**config.mk**
```make
export PLATFORM = sky130hd
export DESIGN_NAME = sds_line_mem
export DESIGN_NICKNAME = d
export VERILOG_FILES = /design/src/design/sds_pkg.sv /design/src/design/sds_line_mem.sv
export SDC_FILE = /design/constraint.sdc
export NUM_CORES = 2
export LEC_CHECK = 0
export BUFFER_PORTS_ARGS = -buffer_cell sky130_fd_sc_hd__buf_4
export CAP_MARGIN = 10
export CORE_UTILIZATION = 43
export CTS_CLUSTER_DIAMETER = 50
export DETAILED_ROUTE_END_ITERATION = 16
export GPL_TIMING_DRIVEN = 0
export REMOVE_ABC_BUFFERS = 1
export SLEW_MARGIN = 20
export SYNTH_ARGS = -nofsm -noshare
export SYNTH_HDL_FRONTEND = slang
export SYNTH_SLANG_ARGS = --single-unit
```
**constraint.sdc**
```tcl
create_clock -name clk_i -period 10.6 [get_ports clk_i]
set_input_delay 2.65 -clock clk_i [delete_from_list [all_inputs] [get_ports clk_i]]
set_output_delay 2.65 -clock clk_i [all_outputs]
set_load 0.005 [all_outputs]
```
**src/design/sds_pkg.sv**
```systemverilog
package sds_pkg;

  localparam int SCENT_W   = 15;
  localparam int GEOM_W    = 12;   // holds widths and row positions up to 1024 + flush rows
  localparam int ROW_W     = 11;
  localparam int RW_W      = 8;
  localparam int RC_W      = 11;
  localparam int GAIN_W    = 8;
  localparam int THR_W     = 15;
  localparam int CFG_W     = 15;
  localparam int CFG_IDX_W = 2;

  localparam int MAX_ROW_WIDTH_DEF = 128;
  localparam int SAMPLE_BITS_DEF   = 16;

  localparam int GEOM_MIN  = 3;
  localparam int ROWS_MAX  = 1024;
  localparam int SCENT_MAX = 32767;

  localparam logic [RW_W-1:0]   ROW_WIDTH_RST = RW_W'(100);
  localparam logic [RC_W-1:0]   ROW_COUNT_RST = RC_W'(100);
  localparam logic [GAIN_W-1:0] GAIN_RST      = GAIN_W'(51);
  localparam logic [THR_W-1:0]  THR_RST       = '0;

  localparam int OUT_DEPTH = 8;
  localparam int OUT_PTR_W = $clog2(OUT_DEPTH);
  localparam int OUT_CNT_W = $clog2(OUT_DEPTH + 1);

  typedef enum logic [CFG_IDX_W-1:0] {
    CFG_ROW_WIDTH = 2'd0,
    CFG_ROW_COUNT = 2'd1,
    CFG_GAIN      = 2'd2,
    CFG_THRESHOLD = 2'd3
  } sds_cfg_e;

  // per-item control, decided at the input transfer
  typedef struct packed {
    logic emit;    // item produces a result
    logic last;    // result closes the frame, no window shift
    logic wr;      // shift window and write line memories
    logic top;     // row above the center lies inside the map
    logic bot;     // row below the center lies inside the map
    logic c0_en;   // leftmost candidate column in use
    logic c2_en;   // incoming column in use
  } sds_ctl_t;

  typedef logic [2:0][SCENT_W-1:0] sds_col3_t;

  typedef struct packed {
    logic [SCENT_W-1:0] scent;
    logic               last;
  } sds_res_t;

  function automatic logic [SCENT_W-1:0] smax(input logic [SCENT_W-1:0] a,
                                               input logic [SCENT_W-1:0] b);
    return (a > b) ? a : b;
  endfunction

endpackage

```
**src/design/sds_line_mem.sv**
```systemverilog
module sds_line_mem #(
  parameter int MAX_ROW_WIDTH = sds_pkg::MAX_ROW_WIDTH_DEF,
  parameter int COL_W         = $clog2(MAX_ROW_WIDTH)
) (
  input  logic                         clk_i,
  input  logic                         rst_ni,
  input  logic                         acc_i,
  input  logic [COL_W-1:0]             addr_i,
  input  logic                         wr_i,
  input  logic [sds_pkg::SCENT_W-1:0]  d_i,
  output logic [sds_pkg::SCENT_W-1:0]  up_o,
  output logic [sds_pkg::SCENT_W-1:0]  mid_o,
  output logic [sds_pkg::SCENT_W-1:0]  new_o
);

  logic [sds_pkg::SCENT_W-1:0] upper_mem [MAX_ROW_WIDTH];
  logic [sds_pkg::SCENT_W-1:0] middle_mem [MAX_ROW_WIDTH];

  logic [sds_pkg::SCENT_W-1:0] up_rd_q, mid_rd_q, d_q;
  logic [sds_pkg::SCENT_W-1:0] fwd_up_q, fwd_mid_q;
  logic [COL_W-1:0]            addr_q;
  logic                        wen_q, fwd_q;

  always_ff @(posedge clk_i or negedge rst_ni) begin
    if (!rst_ni) begin
      wen_q <= 1'b0;
      fwd_q <= 1'b0;
    end else begin
      wen_q <= acc_i & wr_i;
      fwd_q <= acc_i & wen_q & (addr_q == addr_i);
    end
  end

  always_ff @(posedge clk_i) begin
    if (acc_i) begin
      addr_q    <= addr_i;
      d_q       <= d_i;
      fwd_up_q  <= mid_o;
      fwd_mid_q <= d_q;
    end
  end

  always_ff @(posedge clk_i) begin
    if (acc_i) begin
      up_rd_q  <= upper_mem[addr_i];
      mid_rd_q <= middle_mem[addr_i];
    end
    if (wen_q) begin
      upper_mem[addr_q]  <= mid_o;
      middle_mem[addr_q] <= d_q;
    end
  end

  // read-modify-write on the same column in back-to-back cycles takes the pending write
  assign up_o  = fwd_q ? fwd_up_q  : up_rd_q;
  assign mid_o = fwd_q ? fwd_mid_q : mid_rd_q;
  assign new_o = d_q;

endmodule

```
==> results.yml <==
sta:
  fmax_mhz: 135
  max_slew_margin_vs_limit: 0.189
  worst_slew_pin_slew_ps: 1210
  finalHoldWorstSlack_ps: 701
  final_max_slew_viol_count: 0
  rsz0062_at_grt: "no"
  layout_setup_ws_ps: 3200
  setup_viol: 0
  hold_viol: 0
  finClkSkew_ps: 75.4
  setup_tns_final_ps: 0
  period_minus_slack_ps: 7400
  period_utilization: 0.698
floorplanning:
  core.rowCount: 215
  fp.dieW_um: 590
  overall_die_area_um2: 349000
  starting_density_of_the_core: 0.433
  floorplan.core_area_um2: 344000
  design.portCount: 71
  die_h_um: 590
setup_path:
  critical_path_required_ps: 11240
  worstReg2RegStart: "addr_q[0]"
  timing.setup.critical_path_class: "in2reg"
  cp-end-kind: "flip-flop"
  path_max_fanout: 84
  crit_start: "addr_i[0]"
  start_kind: "primary input"
  arrival_ps: 8040
synthesis:
  compound_gate_portion_of_the_synthesized_area: 0
  synth-edff-count: 3922
  combined_area_of_all_synthesized_cells_um2: 149000
  synthesis.area_per_instance_um2: 26.0
  synth_top_flop_cell: "edfxtp_1"
  number_of_flip_flops_and_latches_in_the_synthesized_netlist: 3924
  synth_cells: 5726
  synth-simple-area-share: 0.00471
  netlist-cell-type-count: 22
  yosysWarnings: 0
  largest_family_of_logic_cells_by_synthesized_area: "multiplexers"
  synthMuxAreaShare: 0.195
  synth_adder_area_share: 0
  synth_seq_area_share: 0.791
  synth-async-reset-ratio: 0.000510
  yosys.area_share.xor_xnor: 0.000412
clocking:
  cts_tree: "built"
  htree_levels: 5
  clk_pin_slew_ps: 60
  clock_sinks: 3924
  cts.path.max_buffers: 4
  post_cts_hold_buffer_count: 0
  numCtsBuffers: 410
  cts_post_setup_buffers_inserted: 0
  clkLatencyLatePin_ps: 940
  postCtsResizedCells: 0
  clockRootBuffer: "clkbuf_16"
layout:
  area_growth_pct: 18.2
  most_common_cell_after_layout_fill_and_taps_aside: "edfxtp_1"
  finalNetCount: 6276
  layout.cells.most_common_list: "edfxtp_1, mux4_2, clkbuf_16"
  final_cell_area_um2: 176000
  share_of_final_layout_standard_cells_stronger_than_drive_strength_1: 0.373
global_route:
  grt_overflow: 0
  total_routing_usage_reported_by_global_routing: 0.215
  number_of_global_route_vias_before_repair: 67600
  grt_first_pass_wirelength_um: 524000
  grt_start_max_net_pins: 111
  grt_antenna_before_repair: 44
route:
  routed_via_density: 5.93
  postRouteWirelength_um: 373000
  post_drt_wl_per_cell_um: 33.4
  route.detailed.drc: 0
  detailedRoute.firstIterationViolations: 8016
  via_count: 66100
  final_antenna_net_count: 0
  first_pass_iters: 6
placement:
  dpl_cell_area_um2: 163000
  place_congestion: 0.739
  pre_cts_ws_ps: 2090
  port_buffers: 70
  dp_hpwl_um: 234000
outcome:
  result_of_the_run: "completed"
hold_path:
  timing.hold.worst.class: "reg2reg"
  worst_hold_startpoint: "wen_q"
power:
  vdd.ir_drop.worst_mv: 0.155
  power_total_w: 0.0336
  powerDensity_nw_per_um2: 191
  power.static_leakage_nw: 54.1
job:
  max-cap-violations: 0
[Yosys cell counts, types with 3 or more instances]
| master | n | area share |
|---|---|---|
| xnor2_1 | 5 | 0.00029 |
| clkbuf_1 | 187 | 0.0047 |
| buf_6 | 3 | 0.00023 |
| nor2_1 | 129 | 0.0033 |
| nor2b_1 | 7 | 0.00029 |
| mux4_2 | 1260 | 0.19 |
| buf_2 | 67 | 0.0023 |
| nand2_1 | 13 | 0.00033 |
| mux2_2 | 60 | 0.0045 |
| nand3_1 | 12 | 0.00040 |
| buf_1 | 40 | 0.0010 |
| edfxtp_1 | 3922 | 0.79 |
| buf_4 | 7 | 0.00035 |
[critical path: stages]
cell,delay (ps)
buf_16,320
buf_16,390
buf_16,400
buf_16,460
buf_16,420
buf_16,440
mux4_2,600
mux4_2,630
mux4_2,660
mux2_2,370
[metrics by stage]
step,instances,util
3_3_place_gp,10000,0.448
5_1_grt,11100,0.512
3_5_place_dp,10400,0.473
6_report,11200,0.512
4_1_cts,11100,0.512
2_1_floorplan,5422,-
[worst paths after layout]
kind	endpoint	slack [ps]	depth (start not counted)
max reg2reg	middle_mem[21][8]	6890	4
max	up_rd_q[4]	3200	10
min reg2reg	fwd_q	700	2
max in group asynchronous	fwd_q	8900	1
min	fwd_q	700	2
min in group asynchronous	wen_q	1530	1
[flip-flops by register name (all words and copies together), names as in the netlist]
register / cells
new_o: 15
addr_q: 7
fwd_mid_q: 15
fwd_q: 1
up_rd_q: 15
mid_rd_q: 15
fwd_up_q: 15
middle_mem: 1920
wen_q: 1
upper_mem: 1920
[area by class of cell]
class                           instances  area [um2]
Multi-Input combinational cell       1498       31000
Clock buffer                          501       10800
Timing Repair Buffer                  416        8220
Tap cell                             4557        5700
Clock inverter                        241        2400
Sequential cell                      3924      118000
Antenna cell                           14        35.0
Fill cell                           26000      168000
[cells by family after synthesis]
logic type	after synthesis
DFF	3924
muxes	1320
buffers and inverters	304
and+or+nand+nor	171
xor gates and xnor gates	7
[power breakdown]
group          switching, W  internal (W)
Combinational       0.00122      0.000755
Clock               0.00588       0.00829
Sequential        0.0000443        0.0174
[metal layers]
layer | global-route usage | vias to the layer above | wire [um]
li1 | - | 26300 | -
met1 | 0.295 | 36500 | 148000
met2 | 0.349 | 2799 | 183000
met3 | 0.0477 | 479 | 31500
met4 | 0.0554 | 10 | 10300
met5 | 0 | - | 57
Power figures use the tool's default switching activity.
