`config.mk`:
```
export PLATFORM = sky130hd
export DESIGN_NAME = sds_spread
export DESIGN_NICKNAME = d
export VERILOG_FILES = /design/src/design/sds_pkg.sv /design/src/design/sds_spread.sv
export SDC_FILE = /design/constraint.sdc
export NUM_CORES = 1
export LEC_CHECK = 0
export BUFFER_PORTS_ARGS = -buffer_cell sky130_fd_sc_hd__buf_4
export CORE_UTILIZATION = 51
export CTS_BUF_LIST = sky130_fd_sc_hd__clkbuf_8
export CTS_CLUSTER_SIZE = 10
export DETAILED_ROUTE_END_ITERATION = 7
export GPL_TIMING_DRIVEN = 0
export PLACE_DENSITY = 0.71
export RECOVER_POWER = 100
export SLEW_MARGIN = 20
export SYNTH_ARGS = -nofsm -noshare
export SYNTH_HDL_FRONTEND = slang
export SYNTH_SLANG_ARGS = --single-unit
```
`constraint.sdc`:
```
create_clock -name clk_i -period 8.4 [get_ports clk_i]
set_input_delay 0.42 -clock clk_i [delete_from_list [all_inputs] [get_ports clk_i]]
set_output_delay 0.42 -clock clk_i [all_outputs]
set_load 0.02 [all_outputs]
```
`src/design/sds_pkg.sv`:
```
package sds_pkg;

  localparam int SCENT_W   = 15;
  localparam int GEOM_W    = 12;   // holds widths and row positions up to 1024 + flush rows
  localparam int ROW_W     = 11;
  localparam int RW_W      = 8;
  localparam int RC_W      = 11;
  localparam int GAIN_W    = 8;
  localparam int THR_W     = 15;
  localparam int CFG_W     = 15;
  localparam int CFG_IDX_W = 2;

  localparam int MAX_ROW_WIDTH_DEF = 128;
  localparam int SAMPLE_BITS_DEF   = 16;

  localparam int GEOM_MIN  = 3;
  localparam int ROWS_MAX  = 1024;
  localparam int SCENT_MAX = 32767;

  localparam logic [RW_W-1:0]   ROW_WIDTH_RST = RW_W'(100);
  localparam logic [RC_W-1:0]   ROW_COUNT_RST = RC_W'(100);
  localparam logic [GAIN_W-1:0] GAIN_RST      = GAIN_W'(51);
  localparam logic [THR_W-1:0]  THR_RST       = '0;

  localparam int OUT_DEPTH = 8;
  localparam int OUT_PTR_W = $clog2(OUT_DEPTH);
  localparam int OUT_CNT_W = $clog2(OUT_DEPTH + 1);

  typedef enum logic [CFG_IDX_W-1:0] {
    CFG_ROW_WIDTH = 2'd0,
    CFG_ROW_COUNT = 2'd1,
    CFG_GAIN      = 2'd2,
    CFG_THRESHOLD = 2'd3
  } sds_cfg_e;

  // per-item control, decided at the input transfer
  typedef struct packed {
    logic emit;    // item produces a result
    logic last;    // result closes the frame, no window shift
    logic wr;      // shift window and write line memories
    logic top;     // row above the center lies inside the map
    logic bot;     // row below the center lies inside the map
    logic c0_en;   // leftmost candidate column in use
    logic c2_en;   // incoming column in use
  } sds_ctl_t;

  typedef logic [2:0][SCENT_W-1:0] sds_col3_t;

  typedef struct packed {
    logic [SCENT_W-1:0] scent;
    logic               last;
  } sds_res_t;

  function automatic logic [SCENT_W-1:0] smax(input logic [SCENT_W-1:0] a,
                                               input logic [SCENT_W-1:0] b);
    return (a > b) ? a : b;
  endfunction

endpackage

```
`src/design/sds_spread.sv`:
```
module sds_spread (
  input  logic                         clk_i,
  input  logic                         rst_ni,
  input  logic                         emit2_i,
  input  logic                         last2_i,
  input  sds_pkg::sds_col3_t           colmax_i,
  input  logic [sds_pkg::SCENT_W-1:0]  center_i,
  input  logic [sds_pkg::GAIN_W-1:0]   gain_i,
  output logic                         push_o,
  output sds_pkg::sds_res_t            res_o
);

  localparam int PROD_W = sds_pkg::SCENT_W + sds_pkg::GAIN_W;

  logic [sds_pkg::SCENT_W-1:0] mx_q, center_q;
  logic                        last_q;
  logic [PROD_W-1:0]           prod;
  logic [sds_pkg::SCENT_W-1:0] cand;

  always_ff @(posedge clk_i or negedge rst_ni) begin
    if (!rst_ni) begin
      push_o <= 1'b0;
    end else begin
      push_o <= emit2_i;
    end
  end

  always_ff @(posedge clk_i) begin
    mx_q     <= sds_pkg::smax(sds_pkg::smax(colmax_i[0], colmax_i[1]), colmax_i[2]);
    center_q <= center_i;
    last_q   <= last2_i;
  end

  // floor(n*g/256) is monotonic in n: scale only the largest eligible neighbor
  always_comb begin
    prod        = PROD_W'(mx_q) * PROD_W'(gain_i);
    cand        = prod[PROD_W-1:sds_pkg::GAIN_W];
    res_o.scent = sds_pkg::smax(cand, center_q);
    res_o.last  = last_q;
  end

endmodule

```
==> results of run 1 <==
synthesized netlist by cell type (4+ instances only):
| cell type | instances |
|---|---|
| a21oi_1 | 30 |
| mux2_4 | 18 |
| ha_1 | 85 |
| xnor2_1 | 5 |
| inv_1 | 135 |
| nand4_1 | 11 |
| clkbuf_1 | 16 |
| fa_1 | 77 |
| o211ai_1 | 7 |
| a21o_1 | 6 |
| nor3_1 | 5 |
| nor4_1 | 4 |
| nand2_1 | 54 |
| dfxtp_1 | 31 |
| mux2_2 | 23 |
| and3_1 | 5 |
| o21ai_0 | 20 |
| nand3_1 | 9 |
| and2_1 | 88 |
| xor2_1 | 7 |
| nor2_1 | 19 |
per-stage QoR:
step | instances | utilization (%) | hold slack, ps
4_1_cts | 954 | 60.14 | 220.2
6_report | 954 | 59.28 | 246.9
2_1_floorplan | 710 | - | 124.4
3_3_place_gp | 945 | 59.30 | 195.4
3_5_place_dp | 945 | 59.30 | 196.7
5_1_grt | 954 | 59.28 | 242.1
cells by family after synthesis:
kind of cell,share of synthesized area [%]
buffers and inverters,9.526
adder cells (fa/ha/maj),41.49
flip-flops,10.28
AO/OA/AOI/OAI,10.06
XOR/XNOR,1.674
multiplexers,9.267
AND/OR/NAND/NOR,17.70
cell type report:
| class | count | area (um^2) |
|---|---|---|
| inverter | 135 | 506.7 |
| buffer | 20 | 80.08 |
| sequential | 32 | 645.6 |
| clock buffer | 6 | 82.58 |
| tap | 147 | 183.9 |
| timing repair buffer | 89 | 624.3 |
| clock inverter | 2 | 7.507 |
| multi-input combinational | 523 | 4990 |
| fill | 1079 | 4891 |
state kept, by name, summed over array words and instances, names as in the netlist:
name / flops
center_q: 15
mx_q: 15
last_q: 1
push_o: 1
critical path: cells and delay by family:
family	cells	cell delay, ps
muxes	1	370
AOI/OAI and AO/OA	5	1910
and+or+nand+nor	4	750
buffers and inverters	7	1380
adders and majority gates	6	2600
worst min path at each step:
stage / from / to / slack [ps]
after floorplan: rst_ni / push_o$_DFF_PN0_ / 120
after global placement: rst_ni / push_o$_DFF_PN0_ / 200
after detailed placement: rst_ni / push_o$_DFF_PN0_ / 200
after CTS: center_i[0] / center_q[0]$_DFF_P_ / 220
after global routing: center_i[7] / center_q[7]$_DFF_P_ / 240
final: center_i[0] / center_q[0]$_DFF_P_ / 250
per-layer routing:
| layer | GRT usage, % | share of wire (%) | vias up |
|---|---|---|---|
| met5 | 0 | 0 | - |
| met4 | 5.175 | 1.3 | 0 |
| met3 | 2.464 | 4.5 | 13 |
| met2 | 43.29 | 49 | 111 |
| met1 | 31.58 | 45 | 2528 |
| li1 | - | - | 2522 |
==> metrics.md, run 1 <==
| Metric | Value |
|---|---|
| Status | complete, no violations |
| Io pins | between 80 and 90 |
| Final setup TNS | 0 ps |
| GRT overflow | 0 |
| DR vias | between 5000 and 6000 |
| Netlist cell types | 55 |
| Clock Root Buffer | clkbuf_8 |
| GRT Overall Usage | between 20% and 30% |
| Post-Syn Area per Cell | between 8 and 9 um^2 |
| Setup crit start kind | input port |
| Gpl congestion | between 0.9 and 1 |
| Rel. slew slack | between 15 and 20% |
| Clk slew on worst S/H paths | about 70 ps |
| Worst setup EP type | primary output |
| RSZ-0062 raised after global routing | false |
| Critical Path RT | approximately 8000 ps |
| Final setup vio count | 0 |
| #FFs+latches synth | 32 |
| Post-CTS Setup Inserts | 0 |
| Post-synth top area cell | fa_1 |
| Final instance area | 7121 um^2 |
| Share of cells above drive strength 1 | between 10% and 20% |
| Routed vias/inst | 5.423 |
| Number of global-route vias before repair | 5456 |
| # Max-Cap Violations | 0 |
| Critical path origin | gain_i[2] |
| DP HPWL | ~12 mm |
| Data arrival, critical path | around 7500 ps |
| Core Rows | 40 |
| Max Root-Sink Buffers | 2 |
| Initial core utilization | between 50 and 60% |
| Final Max Slew Viols | 0 |
| Worst min path class | input port to register |
| Count of input and output buffers | just under 90 |
| Placed inst area | between 7000 and 8000 um^2 |
| Pin count of the biggest net entering global routing | 11 |
| Max H-tree Level | 2 |
| Initial antenna violation count | 0 |
| DRT iter0 DRCs | between 300 and 400 |
| Most common cell after layout, fill and taps aside | inv_1 |
| EDFF count, synth | 0 |
| Crit-path cells | buf_4 -> clkbuf_1 -> and2_1 -> fa_1 -> fa_1 -> fa_1 -> inv_1 -> fa_1 -> inv_1 -> ha_1 -> clkbuf_1 -> a21oi_1 -> o21ai_0 -> a21oi_1 -> nand3_1 -> a221oi_1 -> ha_1 -> and4_1 -> and3_1 -> a22oi_1 -> buf_2 -> mux2_2 -> clkbuf_1 |
| Synth top area share | about a quarter |
| Die height | 113.0 um |
| # resized after CTS | 0 |
| Setup CP Type | input port to primary output |
| Endpoints failing hold | 0 |
| CTS tree | done |
| Worst Max-Slew Pin Slew | between 1000 and 1500 ps |
| # hold bufs at CTS | 1 |
| Mapped Cells | 710 |
| Hold Crit Depth | 1 |
| Maximum achievable frequency | between 100 and 150 MHz |
| Critical Path End | res_o[12] |
| Core Area | about 12000 um^2 |
| Synth area leaders | fa_1 25%, ha_1 17%, dfxtp_1 9.9% |
| Critical Path Max Stage Delay | just under 600 ps |
| TritonCTS buffer count | 5 |
| Sink Count | 32 |
| Mapped Nets | about 940 |
| Die area | between 10000 and 15000 um^2 |
| First-pass detailed-route iteration total | 4 |
| Synthesized cell area | 6279 um^2 |
| Slowest stage cell on the critical path | a22oi_1 |
| Most common flop cell mapped by yosys | dfxtp_1 |
| Commonest non-fill, non-tap cells in the layout | 137 x inv_1, 87 x and2_1, 85 x ha_1 |
| Die Width | between 100 and 150 um |
| Crit path max fanout | 10 |
| Area Growth Syn to Fin | 13.41% |
| Synth warn | 0 |
| Routed length per instance | 14.72 um |
| Final wirelength | 14.04 mm |
| Setup slack after layout | around 530 ps |
| Final Cycle Share | between 90% and 100% |
| Share of flip-flops with an asynchronous set or reset | under 10% |
| Global-route wire length before repair | ~25 mm |
| Post-synthesis sequential area ratio | 10.28% |
| DP Worst Slack | between 600 and 700 ps |
| Most used cell, CP | fa_1 |
| # diodes | 0 |
| Min Tclk post-route | around 7900 ps |
| # DRC | 0 |
| Layout net count | between 1000 and 1500 |
| Antenna viol nets, final | 0 |
Power of run 1 is left out: the tool's default activity adds up to more than one toggle a clock period on the data nets, which glitch-free logic cannot reach.
==> inputs of run 2 (changes only) <==
--- a/config.mk
+++ b/config.mk
@@ -12,7 +12,6 @@
 export DETAILED_ROUTE_END_ITERATION = 7
 export GPL_TIMING_DRIVEN = 0
 export PLACE_DENSITY = 0.71
-export RECOVER_POWER = 100
 export SLEW_MARGIN = 20
 export SYNTH_ARGS = -nofsm -noshare
 export SYNTH_HDL_FRONTEND = slang
==> run 2 against run 1 <==
Net effect:
- global-route usage stayed put
- sequential cell count stayed put
- largest cell class unchanged
- critical path depth is 1 higher
- critical path type unchanged
- final area is 1.4% higher
- first-iteration DRC count is 6.6% lower
- highest routed layer unchanged
- sequential share of layout area is 0.13 points lower
- fmax decreased by 0.33%
- cell count is the same
- die area is the same
==> metrics.md, run 2 (same netlist as run 1, synthesis figures left out) <==
| Metric | Value |
|---|---|
| Status | complete, no violations |
| Register area | between 600 and 700 um^2 |
| Io pins | 89 |
| Max Root-Sink Buffers | 2 |
| Max H-tree Level | 2 |
| Hold path start | center_i[0] |
| Share of cells above drive strength 1 | approximately 18% |
| DR vias | roughly 5200 |
| Rel. slew slack | approximately half |
| Global-route wire length before repair | 24.66 mm |
| Min Tclk post-route | between 7000 and 8000 ps |
| Core Area | around 12000 um^2 |
| Multi-input gate area | between 5000 and 6000 um^2 |
| # DRC | 0 |
| Maximum achievable frequency | between 100 and 150 MHz |
| Most common cell after layout, fill and taps aside | inv_1 |
| Die height | 113.0 um |
| Clock Root Buffer | clkbuf_8 |
| # Max-Cap Violations | 0 |
| Setup crit start kind | input port |
| Initial core utilization | 52.27% |
| Routed vias/inst | about 5.5 |
| Crit path max fanout | 10 |
| Fillers | between 1000 and 1500 |
| Pin count of the biggest net entering global routing | 11 |
| Commonest non-fill, non-tap cells in the layout | 137 x inv_1, 90 x buf_4, 88 x and2_1 |
| DP HPWL | roughly 12 mm |
| Layout net count | roughly 1000 |
| # diodes | 0 |
| Final wirelength | 14.08 mm |
| GRT Overall Usage | between 20 and 25% |
| Gpl congestion | just over 0.9 |
| Final core occ | around 60% |
| TritonCTS buffer count | 5 |
| Post-CTS Setup Inserts | 0 |
| Area Growth Syn to Fin | 15.05% |
| Routed length per instance | 14.76 um |
| Endpoints failing hold | 0 |
| Count of input and output buffers | a little under 90 |
| Antenna viol nets, final | 0 |
| Data arrival, critical path | between 7000 and 8000 ps |
| Number of global-route vias before repair | between 5000 and 6000 |
| Clk slew on worst S/H paths | about 70 ps |
| Critical Path RT | 7980 ps |
| Die area | ~13000 um^2 |
| Setup CP Type | input port to primary output |
| Final Max Slew Viols | 0 |
| Worst setup EP type | primary output |
| Setup slack after layout | between 500 and 600 ps |
| DP Worst Slack | 611.5 ps |
| Initial antenna violation count | 0 |
| Regs by FF count | center_q: 15 flops, mx_q: 15 flops |
| Core Rows | 40 |
| Worst min path class | input port to register |
| Final setup TNS | 0 ps |
| Worst Max-Slew Pin Slew | between 700 and 800 ps |
| CTS tree | done |
| Final setup vio count | 0 |
| Hold Crit Depth | 1 |
| Sink Count | 32 |
| Die Width | 113.0 um |
| Critical path origin | gain_i[2] |
| DRT iter0 DRCs | 365 |
| Fin Hold WS | between 200 and 250 ps |
| GRT overflow | 0 |
| Final Cycle Share | a little over nine tenths |
| RSZ-0062 raised after global routing | false |
| First-pass detailed-route iteration total | 4 |
[run 2: cell count changes in the layout (fill, tap and decap cells not counted), sizes merged]
cell	delta
buf	+33
clkbuf	-33
[run 2: cell type report]
class / instances / area share (%)
multi-input combinational: 523 / 69.70
timing repair buffer: 89 / 9.285
sequential: 32 / 8.938
inverter: 135 / 7.015
tap: 147 / 2.546
buffer: 20 / 1.265
clock buffer: 6 / 1.143
clock inverter: 2 / 0.1039
[run 2: routing by layer]
| metal | track usage (%) | routed length [um] | vias up |
|---|---|---|---|
| met5 | 0 | 0 | - |
| met4 | 5.175 | 182 | 0 |
| met3 | 2.464 | 670 | 12 |
| met2 | 43.29 | 6948 | 130 |
| met1 | 31.58 | 6280 | 2553 |
| li1 | - | - | 2524 |
[run 2: through the flow]
step,std cells,area (um^2)
finish,954,7223
floorplan,710,6279
global placement,945,7123
global route,954,7223
detailed placement,945,7123
CTS,954,7223
[run 2: worst paths after layout]
check / endpoint / slack [ps]
min in group asynchronous: push_o$_DFF_PN0_ / 430
setup / recovery: res_o[6] / 500
hold / removal: center_q[0]$_DFF_P_ / 220
max in group asynchronous: push_o$_DFF_PN0_ / 7890
[run 2: worst max-delay path, stage by stage]
cell	delay [ps]
buf_4	110
clkbuf_1	430
and2_1	220
fa_1	440
fa_1	470
fa_1	550
inv_1	60
fa_1	540
inv_1	70
ha_1	280
clkbuf_1	320
nand2_1	130
nor4_1	400
nand2_1	230
and4b_1	260
nor3_1	250
ha_1	270
and3_1	190
a221o_1	350
a221oi_1	390
a22oi_1	310
buf_2	290
mux2_1	340
buf_4	160
[run 2: repair_timing]
| item | 4_1_cts | 5_1_grt |
|---|---|---|
| hold endpoints to repair | 1 | 0 |
| hold buffers | 1 | 0 |
| resized for setup | 0 | 0 |
Power of run 2 is left out for the same reason.
