**config.mk**
```make
export PLATFORM = sky130hd
export DESIGN_NAME = sds_window
export DESIGN_NICKNAME = d
export VERILOG_FILES = /design/src/design/sds_pkg.sv /design/src/design/sds_window.sv
export SDC_FILE = /design/constraint.sdc
export NUM_CORES = 1
export LEC_CHECK = 0
export BUFFER_PORTS_ARGS = -buffer_cell sky130_fd_sc_hd__clkbuf_2
export CELL_PAD_IN_SITES_DETAIL_PLACEMENT = 1
export CELL_PAD_IN_SITES_GLOBAL_PLACEMENT = 1
export CORE_AREA = 4 4 212 131
export CTS_CLUSTER_DIAMETER = 50
export DETAILED_ROUTE_END_ITERATION = 10
export DIE_AREA = 0 0 216 135
export PLACE_DENSITY = 0.92
export SETUP_SLACK_MARGIN = 0.1
export SLEW_MARGIN = 5
export SYNTH_ARGS = -nofsm -noshare
export SYNTH_HDL_FRONTEND = slang
export SYNTH_SLANG_ARGS = --single-unit
```
**constraint.sdc**
```tcl
create_clock -name clk_i -period 6.43 [get_ports clk_i]
set_input_delay 0.3215 -clock clk_i [delete_from_list [all_inputs] [get_ports clk_i]]
set_output_delay 0.3215 -clock clk_i [all_outputs]
set_load 0.02 [all_outputs]
```
**src/design/sds_pkg.sv**
```systemverilog
package sds_pkg;

  localparam int SCENT_W   = 15;
  localparam int GEOM_W    = 12;   // holds widths and row positions up to 1024 + flush rows
  localparam int ROW_W     = 11;
  localparam int RW_W      = 8;
  localparam int RC_W      = 11;
  localparam int GAIN_W    = 8;
  localparam int THR_W     = 15;
  localparam int CFG_W     = 15;
  localparam int CFG_IDX_W = 2;

  localparam int MAX_ROW_WIDTH_DEF = 128;
  localparam int SAMPLE_BITS_DEF   = 16;

  localparam int GEOM_MIN  = 3;
  localparam int ROWS_MAX  = 1024;
  localparam int SCENT_MAX = 32767;

  localparam logic [RW_W-1:0]   ROW_WIDTH_RST = RW_W'(100);
  localparam logic [RC_W-1:0]   ROW_COUNT_RST = RC_W'(100);
  localparam logic [GAIN_W-1:0] GAIN_RST      = GAIN_W'(51);
  localparam logic [THR_W-1:0]  THR_RST       = '0;

  localparam int OUT_DEPTH = 8;
  localparam int OUT_PTR_W = $clog2(OUT_DEPTH);
  localparam int OUT_CNT_W = $clog2(OUT_DEPTH + 1);

  typedef enum logic [CFG_IDX_W-1:0] {
    CFG_ROW_WIDTH = 2'd0,
    CFG_ROW_COUNT = 2'd1,
    CFG_GAIN      = 2'd2,
    CFG_THRESHOLD = 2'd3
  } sds_cfg_e;

  // per-item control, decided at the input transfer
  typedef struct packed {
    logic emit;    // item produces a result
    logic last;    // result closes the frame, no window shift
    logic wr;      // shift window and write line memories
    logic top;     // row above the center lies inside the map
    logic bot;     // row below the center lies inside the map
    logic c0_en;   // leftmost candidate column in use
    logic c2_en;   // incoming column in use
  } sds_ctl_t;

  typedef logic [2:0][SCENT_W-1:0] sds_col3_t;

  typedef struct packed {
    logic [SCENT_W-1:0] scent;
    logic               last;
  } sds_res_t;

  function automatic logic [SCENT_W-1:0] smax(input logic [SCENT_W-1:0] a,
                                               input logic [SCENT_W-1:0] b);
    return (a > b) ? a : b;
  endfunction

endpackage

```
**src/design/sds_window.sv**
```systemverilog
module sds_window (
  input  logic                         clk_i,
  input  logic                         rst_ni,
  input  logic                         acc_i,
  input  sds_pkg::sds_ctl_t            ctl_i,
  input  logic [sds_pkg::SCENT_W-1:0]  up_i,
  input  logic [sds_pkg::SCENT_W-1:0]  mid_i,
  input  logic [sds_pkg::SCENT_W-1:0]  new_i,
  input  logic [sds_pkg::THR_W-1:0]    thr_i,
  output logic                         emit1_o,
  output logic                         emit2_o,
  output logic                         last2_o,
  output sds_pkg::sds_col3_t           colmax_o,
  output logic [sds_pkg::SCENT_W-1:0]  center_o
);

  logic [sds_pkg::SCENT_W-1:0] win_q [3][3];
  sds_pkg::sds_ctl_t           ctl_q;
  logic                        v_q;

  logic [sds_pkg::SCENT_W-1:0] nc [3];
  logic [sds_pkg::SCENT_W-1:0] msk [3][3];
  logic                        row_en [3];
  sds_pkg::sds_col3_t          colmax_d;

  always_ff @(posedge clk_i or negedge rst_ni) begin
    if (!rst_ni) begin
      v_q   <= 1'b0;
      ctl_q <= '0;
    end else begin
      v_q <= acc_i;
      if (acc_i) begin
        ctl_q <= ctl_i;
      end
    end
  end

  always_comb begin
    nc[0]     = up_i;
    nc[1]     = mid_i;
    nc[2]     = new_i;
    row_en[0] = ctl_q.top;
    row_en[1] = 1'b1;
    row_en[2] = ctl_q.bot;
    for (int r = 0; r < 3; r++) begin
      msk[0][r] = (row_en[r] && ctl_q.c0_en && win_q[r][1] > thr_i) ? win_q[r][1] : '0;
      msk[1][r] = (row_en[r] && win_q[r][2] > thr_i) ? win_q[r][2] : '0;
      msk[2][r] = (row_en[r] && ctl_q.c2_en && nc[r] > thr_i) ? nc[r] : '0;
    end
    for (int c = 0; c < 3; c++) begin
      colmax_d[c] = sds_pkg::smax(sds_pkg::smax(msk[c][0], msk[c][1]), msk[c][2]);
    end
  end

  always_ff @(posedge clk_i or negedge rst_ni) begin
    if (!rst_ni) begin
      for (int r = 0; r < 3; r++) begin
        for (int c = 0; c < 3; c++) begin
          win_q[r][c] <= '0;
        end
      end
    end else if (v_q && ctl_q.wr) begin
      for (int r = 0; r < 3; r++) begin
        win_q[r][0] <= win_q[r][1];
        win_q[r][1] <= win_q[r][2];
        win_q[r][2] <= nc[r];
      end
    end
  end

  always_ff @(posedge clk_i or negedge rst_ni) begin
    if (!rst_ni) begin
      emit2_o <= 1'b0;
    end else begin
      emit2_o <= v_q & ctl_q.emit;
    end
  end

  // center is the same window cell for both output cases
  always_ff @(posedge clk_i) begin
    last2_o  <= ctl_q.last;
    colmax_o <= colmax_d;
    center_o <= win_q[1][2];
  end

  assign emit1_o = v_q & ctl_q.emit;

endmodule

```
==> metrics, run 1 <==
row count=46; Max Freq=160.4 MHz; die width=216 µm; Tightest Hold Check Type=in -> reg; Die H=135 µm; Synth Register Bits=160; first-pass detailed-route iteration total=5; Setup Skew=12.98 ps; period utilization=96.93%; sequential power share=30.1%; Clk pwr share=19.3%; Critical Path End Type=register; top-area cell type share of the netlist area=23.49%; Setup WS post-layout=197.1 ps; slew margin rel.=26.75%; GRT Overall Usage=32.99%; via count of the first global-routing pass=12,390; CP Data Arrival Time=6570 ps; largest area contributor in the netlist=ha_1; DRC violations left=0; Hold Vio Cnt, Final=0; Worst Path Max Fanout=9; R2R Setup Slk=200 ps; CTS tree=built; RSZ-0062 raised after global routing=false; Worst Path Required=6760 ps; Post-synth EDFFs=0; first-pass GRT wire length=74,090 µm; CTS Buffer Depth=2; post-DR wirelength/cell=27.21 µm; Area growth, synth to finish=17.36%; static leakage power=6.618 nW; async set-reset flop share out of synthesis=61.88%; Max Cap Viol=0; port buffer count=132; switching power=2.410 mW; status=finished clean; Finish-stage setup viols=0; Top FF cell, synth=dfrtp_1; FILL cells=2,985; largest net degree at the start of global routing=80; Final Critical Period=6233 ps; VDD IR max=0.2439 mV; YS warnings=0; GPL Wtd Cong=0.9746; Initial DRC Count=1,211; drt via density=6.593; Cell variety after synth=55; synthesized area=11,980 µm²; critical path class=reg -> reg; initial core utilization=46.16%; n_diodes=0; CTS Buf Count=17; PD cells=371.3 nW/µm²; Comb power frac=50.5%; vias=11,820; routed wire length=48,780 µm; crit start category=register; sequential fraction of the synthesis area=30.87%; Worst-path clk slew=70 ps; top post-synthesis cells by area=ha_1, dfrtp_1, dfxtp_1; Synth Net Count=1,538; layout cells sized above 1=24.56%; initial antenna violation count=0; grt ovf=0; Die Area=29,160 µm²; number of max-slew violations in the final report=0; io pins=133; number of routed nets with antenna violations=0; Slew @ Worst Pin=1099 ps; Mean Syn Cell Area=9.640 µm²; clk sinks=160; clk_lat worst skew=470 ps; final core occ=54.18%; hpwl dp=36,700 µm; Int Power=2.812 mW; Root Buffer=clkbuf_16; nets=1,715; Switching Share=46.15%; core area=25,960 µm²; htree depth=4; cell count after synthesis=1,243; Place WS=-56.00 ps
[flip-flops by register name, summed over array words and instances (netlist names)]
name      flops
center_o     15
colmax_o     45
ctl_q         7
emit2_o       1
last2_o       1
v_q           1
win_q        90
[area by class of cell]
class / count / area (µm²) / area share [%]
clock buffers: 21 / 481.7 / 3.425
clock inverters: 11 / 80.08 / 0.5694
inverters: 54 / 202.7 / 1.441
multi-input cells: 976 / 7876 / 56.01
flip-flops and latches: 160 / 3701 / 26.32
well taps: 360 / 450.4 / 3.203
repair buffers: 211 / 1271 / 9.039
[Yosys cell counts (3+ instances only)]
cell        n
ha_1      225
a221oi_2    4
a22oi_1     3
dfxtp_1    61
o31ai_1    14
mux2_2     76
and3_1      9
o211ai_1    3
o21ai_0    52
and4_1     10
inv_1      54
a211oi_1   20
a22o_1     42
o21bai_1    7
nor3b_1    14
nand3b_1   15
a221o_2     4
a21o_1      8
buf_2      15
and2_1     50
nand4_1    33
clkbuf_1   27
nor4_1     34
nand3_1    31
a221oi_1    8
nor3_1      3
nand2_1   134
dfrtp_1    99
a21oi_2     3
buf_6       6
nor2_1     43
o21ai_1     3
nor3_2      3
a221o_1    42
a21oi_1    62
[power by group through the flow]
| stage | sequential [mW] | clock, mW | combinational, mW |
|---|---|---|---|
| 2_1_floorplan | 1.60 | 0 | 1.37 |
| 3_3_place_gp | 1.56 | 0 | 2.29 |
| 3_5_place_dp | 1.57 | 0 | 2.46 |
| 4_1_cts | 1.56 | 1.02 | 2.51 |
| 5_1_grt | 1.59 | 1.06 | 2.80 |
| 6_report | 1.57 | 1.01 | 2.64 |
[cell families (layout without fill, tap and decap cells)]
group / count (synthesis) / after routing / synth area share, %
mux: 76 / 76 / 7.142
simple gates: 387 / 387 / 16.88
flops: 160 / 160 / 30.87
buf+inv: 107 / 297 / 4.041
fa+ha+maj: 225 / 225 / 23.49
compound gates: 288 / 288 / 17.57
[per-stage QoR]
stage	instances	TNS (ps)	instance area (µm²)	power [mW]	hold slack (ps)
2_1_floorplan	1243	0	11980	2.977	25.91
3_3_place_gp	1759	0	13410	3.851	256.6
3_5_place_dp	1759	-544.8	13410	4.029	270.8
4_1_cts	1792	0	13990	5.087	70.29
5_1_grt	1793	0	14060	5.441	86.34
6_report	1793	0	14060	5.222	90.32
[repair_timing]
action	in CTS	in global routing
buffers inserted	0	1
endpoints found under the hold margin	26	0
hold buffers	1	0
endpoints found under the setup margin	15	45
pin swaps	0	3
resized for setup	1	18
[critical path, cell delays in order (launching register included)]
cell and delay (ps):
dfrtp_1 520, ha_1 380, nand4_1 210, a21oi_2 250, o31ai_4 120, a221oi_2 270
buf_4 240, and2_1 150, ha_1 160, nand3_1 130, or3_4 470, o21bai_1 190
a21oi_2 310, and2b_4 290, buf_4 190, a22o_1 230, ha_1 330, a211oi_2 240
nor2_1 80, o31ai_2 360, a21oi_2 140, and3_1 230, buf_4 180, a221o_1 410
[metal layers]
layer	global-route usage [%]	wire length (µm)	share of wire [%]
met1	43.81	20290	42
met2	51.65	21550	44
met3	9.894	5407	11
met4	11.40	1530	3.1
met5	0	0	0
[path summary, 6_finish.rpt]
kind / start / endpoint / depth (start not counted)
max: win_q[96] / colmax_o[19] / 23
min in group asynchronous: rst_ni / win_q[47] / 2
max reg2reg: win_q[96] / colmax_o[19] / 23
min: ctl_i[6] / ctl_q[6] / 2
min reg2reg: ctl_q[5] / last2_o / 0
max in group asynchronous: rst_ni / win_q[99] / 3
[placed cells by master (no fill, tap or decap), types with 54 or more instances in the layout]
cell type  instances
dfrtp_1           97
inv_1             54
nand2_1          133
clkbuf_2         131
mux2_2            76
a21oi_1           60
ha_1             225
dfxtp_1           61
buf_4             78
Power figures use the tool's default switching activity.
==> run 2: changes to the inputs <==
--- a/config.mk
+++ b/config.mk
@@ -9,6 +9,7 @@
 export CELL_PAD_IN_SITES_DETAIL_PLACEMENT = 1
 export CELL_PAD_IN_SITES_GLOBAL_PLACEMENT = 1
 export CORE_AREA = 4 4 212 131
+export CTS_BUF_LIST = sky130_fd_sc_hd__clkbuf_16
 export CTS_CLUSTER_DIAMETER = 50
 export DETAILED_ROUTE_END_ITERATION = 10
 export DIE_AREA = 0 0 216 135
==> run 2 against run 1 <==
  * Worst hold slack got worse by 5.5 ps
  * Highest routed layer unchanged
  * Final cell count did not move
  * Maximum frequency fell by 0.17%
  * Clock skew rose by 0.86 ps
  * Setup slack got worse by 11 ps
  * First-iteration DRC count rose by 5.1%
  * Critical path type unchanged
  * Global-route usage rose by 0.082 points
  * Final area fell by 0.14%
  * Largest power group unchanged
  * Critical path depth rose by 1
  * Clock power barely moved
==> metrics, run 2 (synthesis gave the netlist of run 1 again) <==
status=finished clean; GPL Wtd Cong=0.9746 (unchanged); vias=11,960 (+1.2%); post-DR wirelength/cell=27.26 µm (+0.20%); Die Area=29,160 µm² (unchanged); Worst Hold Path EP=ctl_q[6]; Worst Path Required=6770 ps (about the same); DRC violations left=0 (unchanged); largest net degree at the start of global routing=80 (unchanged); core area=25,960 µm² (unchanged); clk sinks=160 (unchanged); drt via density=6.670 (+1.2%); Reg2Reg Capture Point=colmax_o[26]; PD cells=370.2 nW/µm² (-0.29%); CP Data Arrival Time=6590 ps (+20 ps); routed wire length=48,880 µm (+0.20%); die width=216 µm (unchanged); sequential power share=30.3% (+0.2 points); nets=1,715 (unchanged); R2R depth=24 (+4.3%); port buffer count=132 (unchanged); Hold Vio Cnt, Final=0 (unchanged); Comb power frac=50.7% (+0.2 points); initial antenna violation count=0 (unchanged); grt met2 use=51.86% (+0.21 points); hold_sp=ctl_i[6]; CTS Buf Count=17 (unchanged); Initial DRC Count=1,273 (+5.1%); max reg flops=90 (unchanged); slew margin rel.=27.47% (+0.72 points); initial core utilization=46.16% (unchanged); CTS Buffer Depth=2 (unchanged); cell depth of the worst hold path=2 (unchanged); number of routed nets with antenna violations=0 (unchanged); GRT Overall Usage=33.08% (+0.082 points); commonest non-fill, non-tap cell in the layout=ha_1; R2R Setup Slk=190 ps (about the same); commonest cells after routing, fill and taps aside=ha_1, nand2_1, clkbuf_2, dfrtp_1, buf_4; first-pass GRT wire length=74,210 µm (+0.16%); Critical Path End Type=register; Worst-path clk slew=70 ps (about the same); layout cells sized above 1=24.42% (-0.14 points); critical path class=reg -> reg; Slew @ Worst Pin=1088 ps (-10.79 ps); Die H=135 µm (unchanged); most used routing layer=met2; VDD IR max=0.2468 mV (+1.2%); static leakage power=6.611 nW (-0.11%); Final Critical Period=6243 ps (+10.55 ps); Root Buffer=clkbuf_16; Seq. cell area=3701 µm² (unchanged); crit start category=register; Reg with most FFs=win_q; via count of the first global-routing pass=12,450 (+0.44%); Switching Share=46.41% (+0.25 points); placed cell count=1,759 (unchanged); met3 usage=10.86% (+0.97 points); first-pass detailed-route iteration total=5 (unchanged); met1 Use GR=43.61% (-0.20 points); Clk pwr share=19.0% (-0.3 points); Max Freq=160.2 MHz (-0.17%); Worst Path Max Fanout=9 (unchanged); CTS tree=built; Int Power=2.786 mW (-0.90%); post-route insts no fill=1,793 (unchanged); Total Power=5.199 mW (-0.43%); Largest regs=win_q (90), colmax_o (45), center_o (15); period utilization=97.10% (+0.16 points); Finish-stage setup viols=0 (unchanged); Max Cap Viol=0 (unchanged); RSZ-0062 raised after global routing=false; row count=46 (unchanged); hpwl dp=36,700 µm (unchanged); area of the multi-input gates=7876 µm² (unchanged); io pins=133 (unchanged); Reg-to-Reg Start=win_q[99]; FILL cells=2,988 (+0.10%); n_diodes=0 (unchanged); Tightest Hold Check Type=in -> reg; grt ovf=0 (unchanged); Area growth, synth to finish=17.20%; Setup Skew=13.85 ps (+0.8641 ps); htree depth=4 (unchanged); number of max-slew violations in the final report=0 (unchanged); switching power=2.413 mW (+0.11%); clk_lat worst skew=480 ps (about the same)
run 2: changes by cell type in the layout (fill, tap and decap cells not counted), sizes merged:
cell    delta
inv        +1
clkbuf     -3
clkinv     +2
run 2: cell type report:
| type | instances | share of cell area, % |
|---|---|---|
| Clock inverter | 14 | 0.6504 |
| Multi-Input combinational cell | 976 | 56.09 |
| Inverter | 54 | 1.443 |
| Tap cell | 360 | 3.207 |
| Timing Repair Buffer | 211 | 9.052 |
| Sequential cell | 160 | 26.35 |
| Clock buffer | 18 | 3.207 |
run 2: per-layer routing:
| metal | vias up | wire (µm) |
|---|---|---|
| met3 | 209 | 5532 |
| met5 | - | 0 |
| met1 | 5929 | 20340 |
| met2 | 761 | 21290 |
| met4 | 0 | 1707 |
| li1 | 5061 | - |
run 2: power by group through the flow:
stage / clock network, mW / registers [mW] / logic [mW]
after floorplan: 0 / 1.60 / 1.37
after global placement: 0 / 1.56 / 2.29
after detailed placement: 0 / 1.57 / 2.46
after CTS: 0.988 / 1.56 / 2.51
after global routing: 1.03 / 1.59 / 2.80
final: 0.986 / 1.57 / 2.64
run 2: how the worst max path moves through the flow:
stage	from	end	slack [ps]	cells after the start
floorplan	thr_i[14]	colmax_o[19]	900	25
global placement	thr_i[10]	colmax_o[30]	330	25
detailed placement	thr_i[10]	colmax_o[30]	-60	25
CTS	win_q[99]	colmax_o[29]	110	24
global route	win_q[94]	colmax_o[19]	120	23
finish	win_q[99]	colmax_o[26]	190	24
run 2: metrics by stage:
step           hold WS, ps  TNS, ps  setup WS, ps  utilization, %  instance area [µm²]
6_report             84.84        0         186.6           54.10                14040
3_5_place_dp         270.8   -544.8        -56.00           51.67                13410
4_1_cts              75.96        0         114.3           53.82                13970
5_1_grt              82.78        0         124.7           54.10                14040
2_1_floorplan        25.91        0         903.6               -                11980
3_3_place_gp         256.6        0         329.0           51.67                13410
run 2: critical path, stage by stage, from the launching register on:
cell and delay [ps]:
dfrtp_2 460, ha_1 300, nand2_1 170, o21ai_2 130, a221oi_2 320, buf_4 180
a221oi_2 60, buf_4 200, and2_1 180, ha_1 320, nand3_1 120, or3_4 440
o21bai_1 200, a21oi_2 300, and2b_4 290, buf_4 190, a22o_1 230, ha_1 330
a211oi_2 240, nor2_1 80, o31ai_2 370, a21oi_2 140, and3_1 230, buf_4 190
a221o_1 410
run 2: repair_timing:
item / 4_1_cts / 5_1_grt
hold endpoints to repair: 26 / 0
pin swaps: 0 / 3
gates resized for setup: 1 / 18
setup buffers: 0 / 1
endpoints found under the setup margin: 15 / 45
hold buffers: 1 / 0
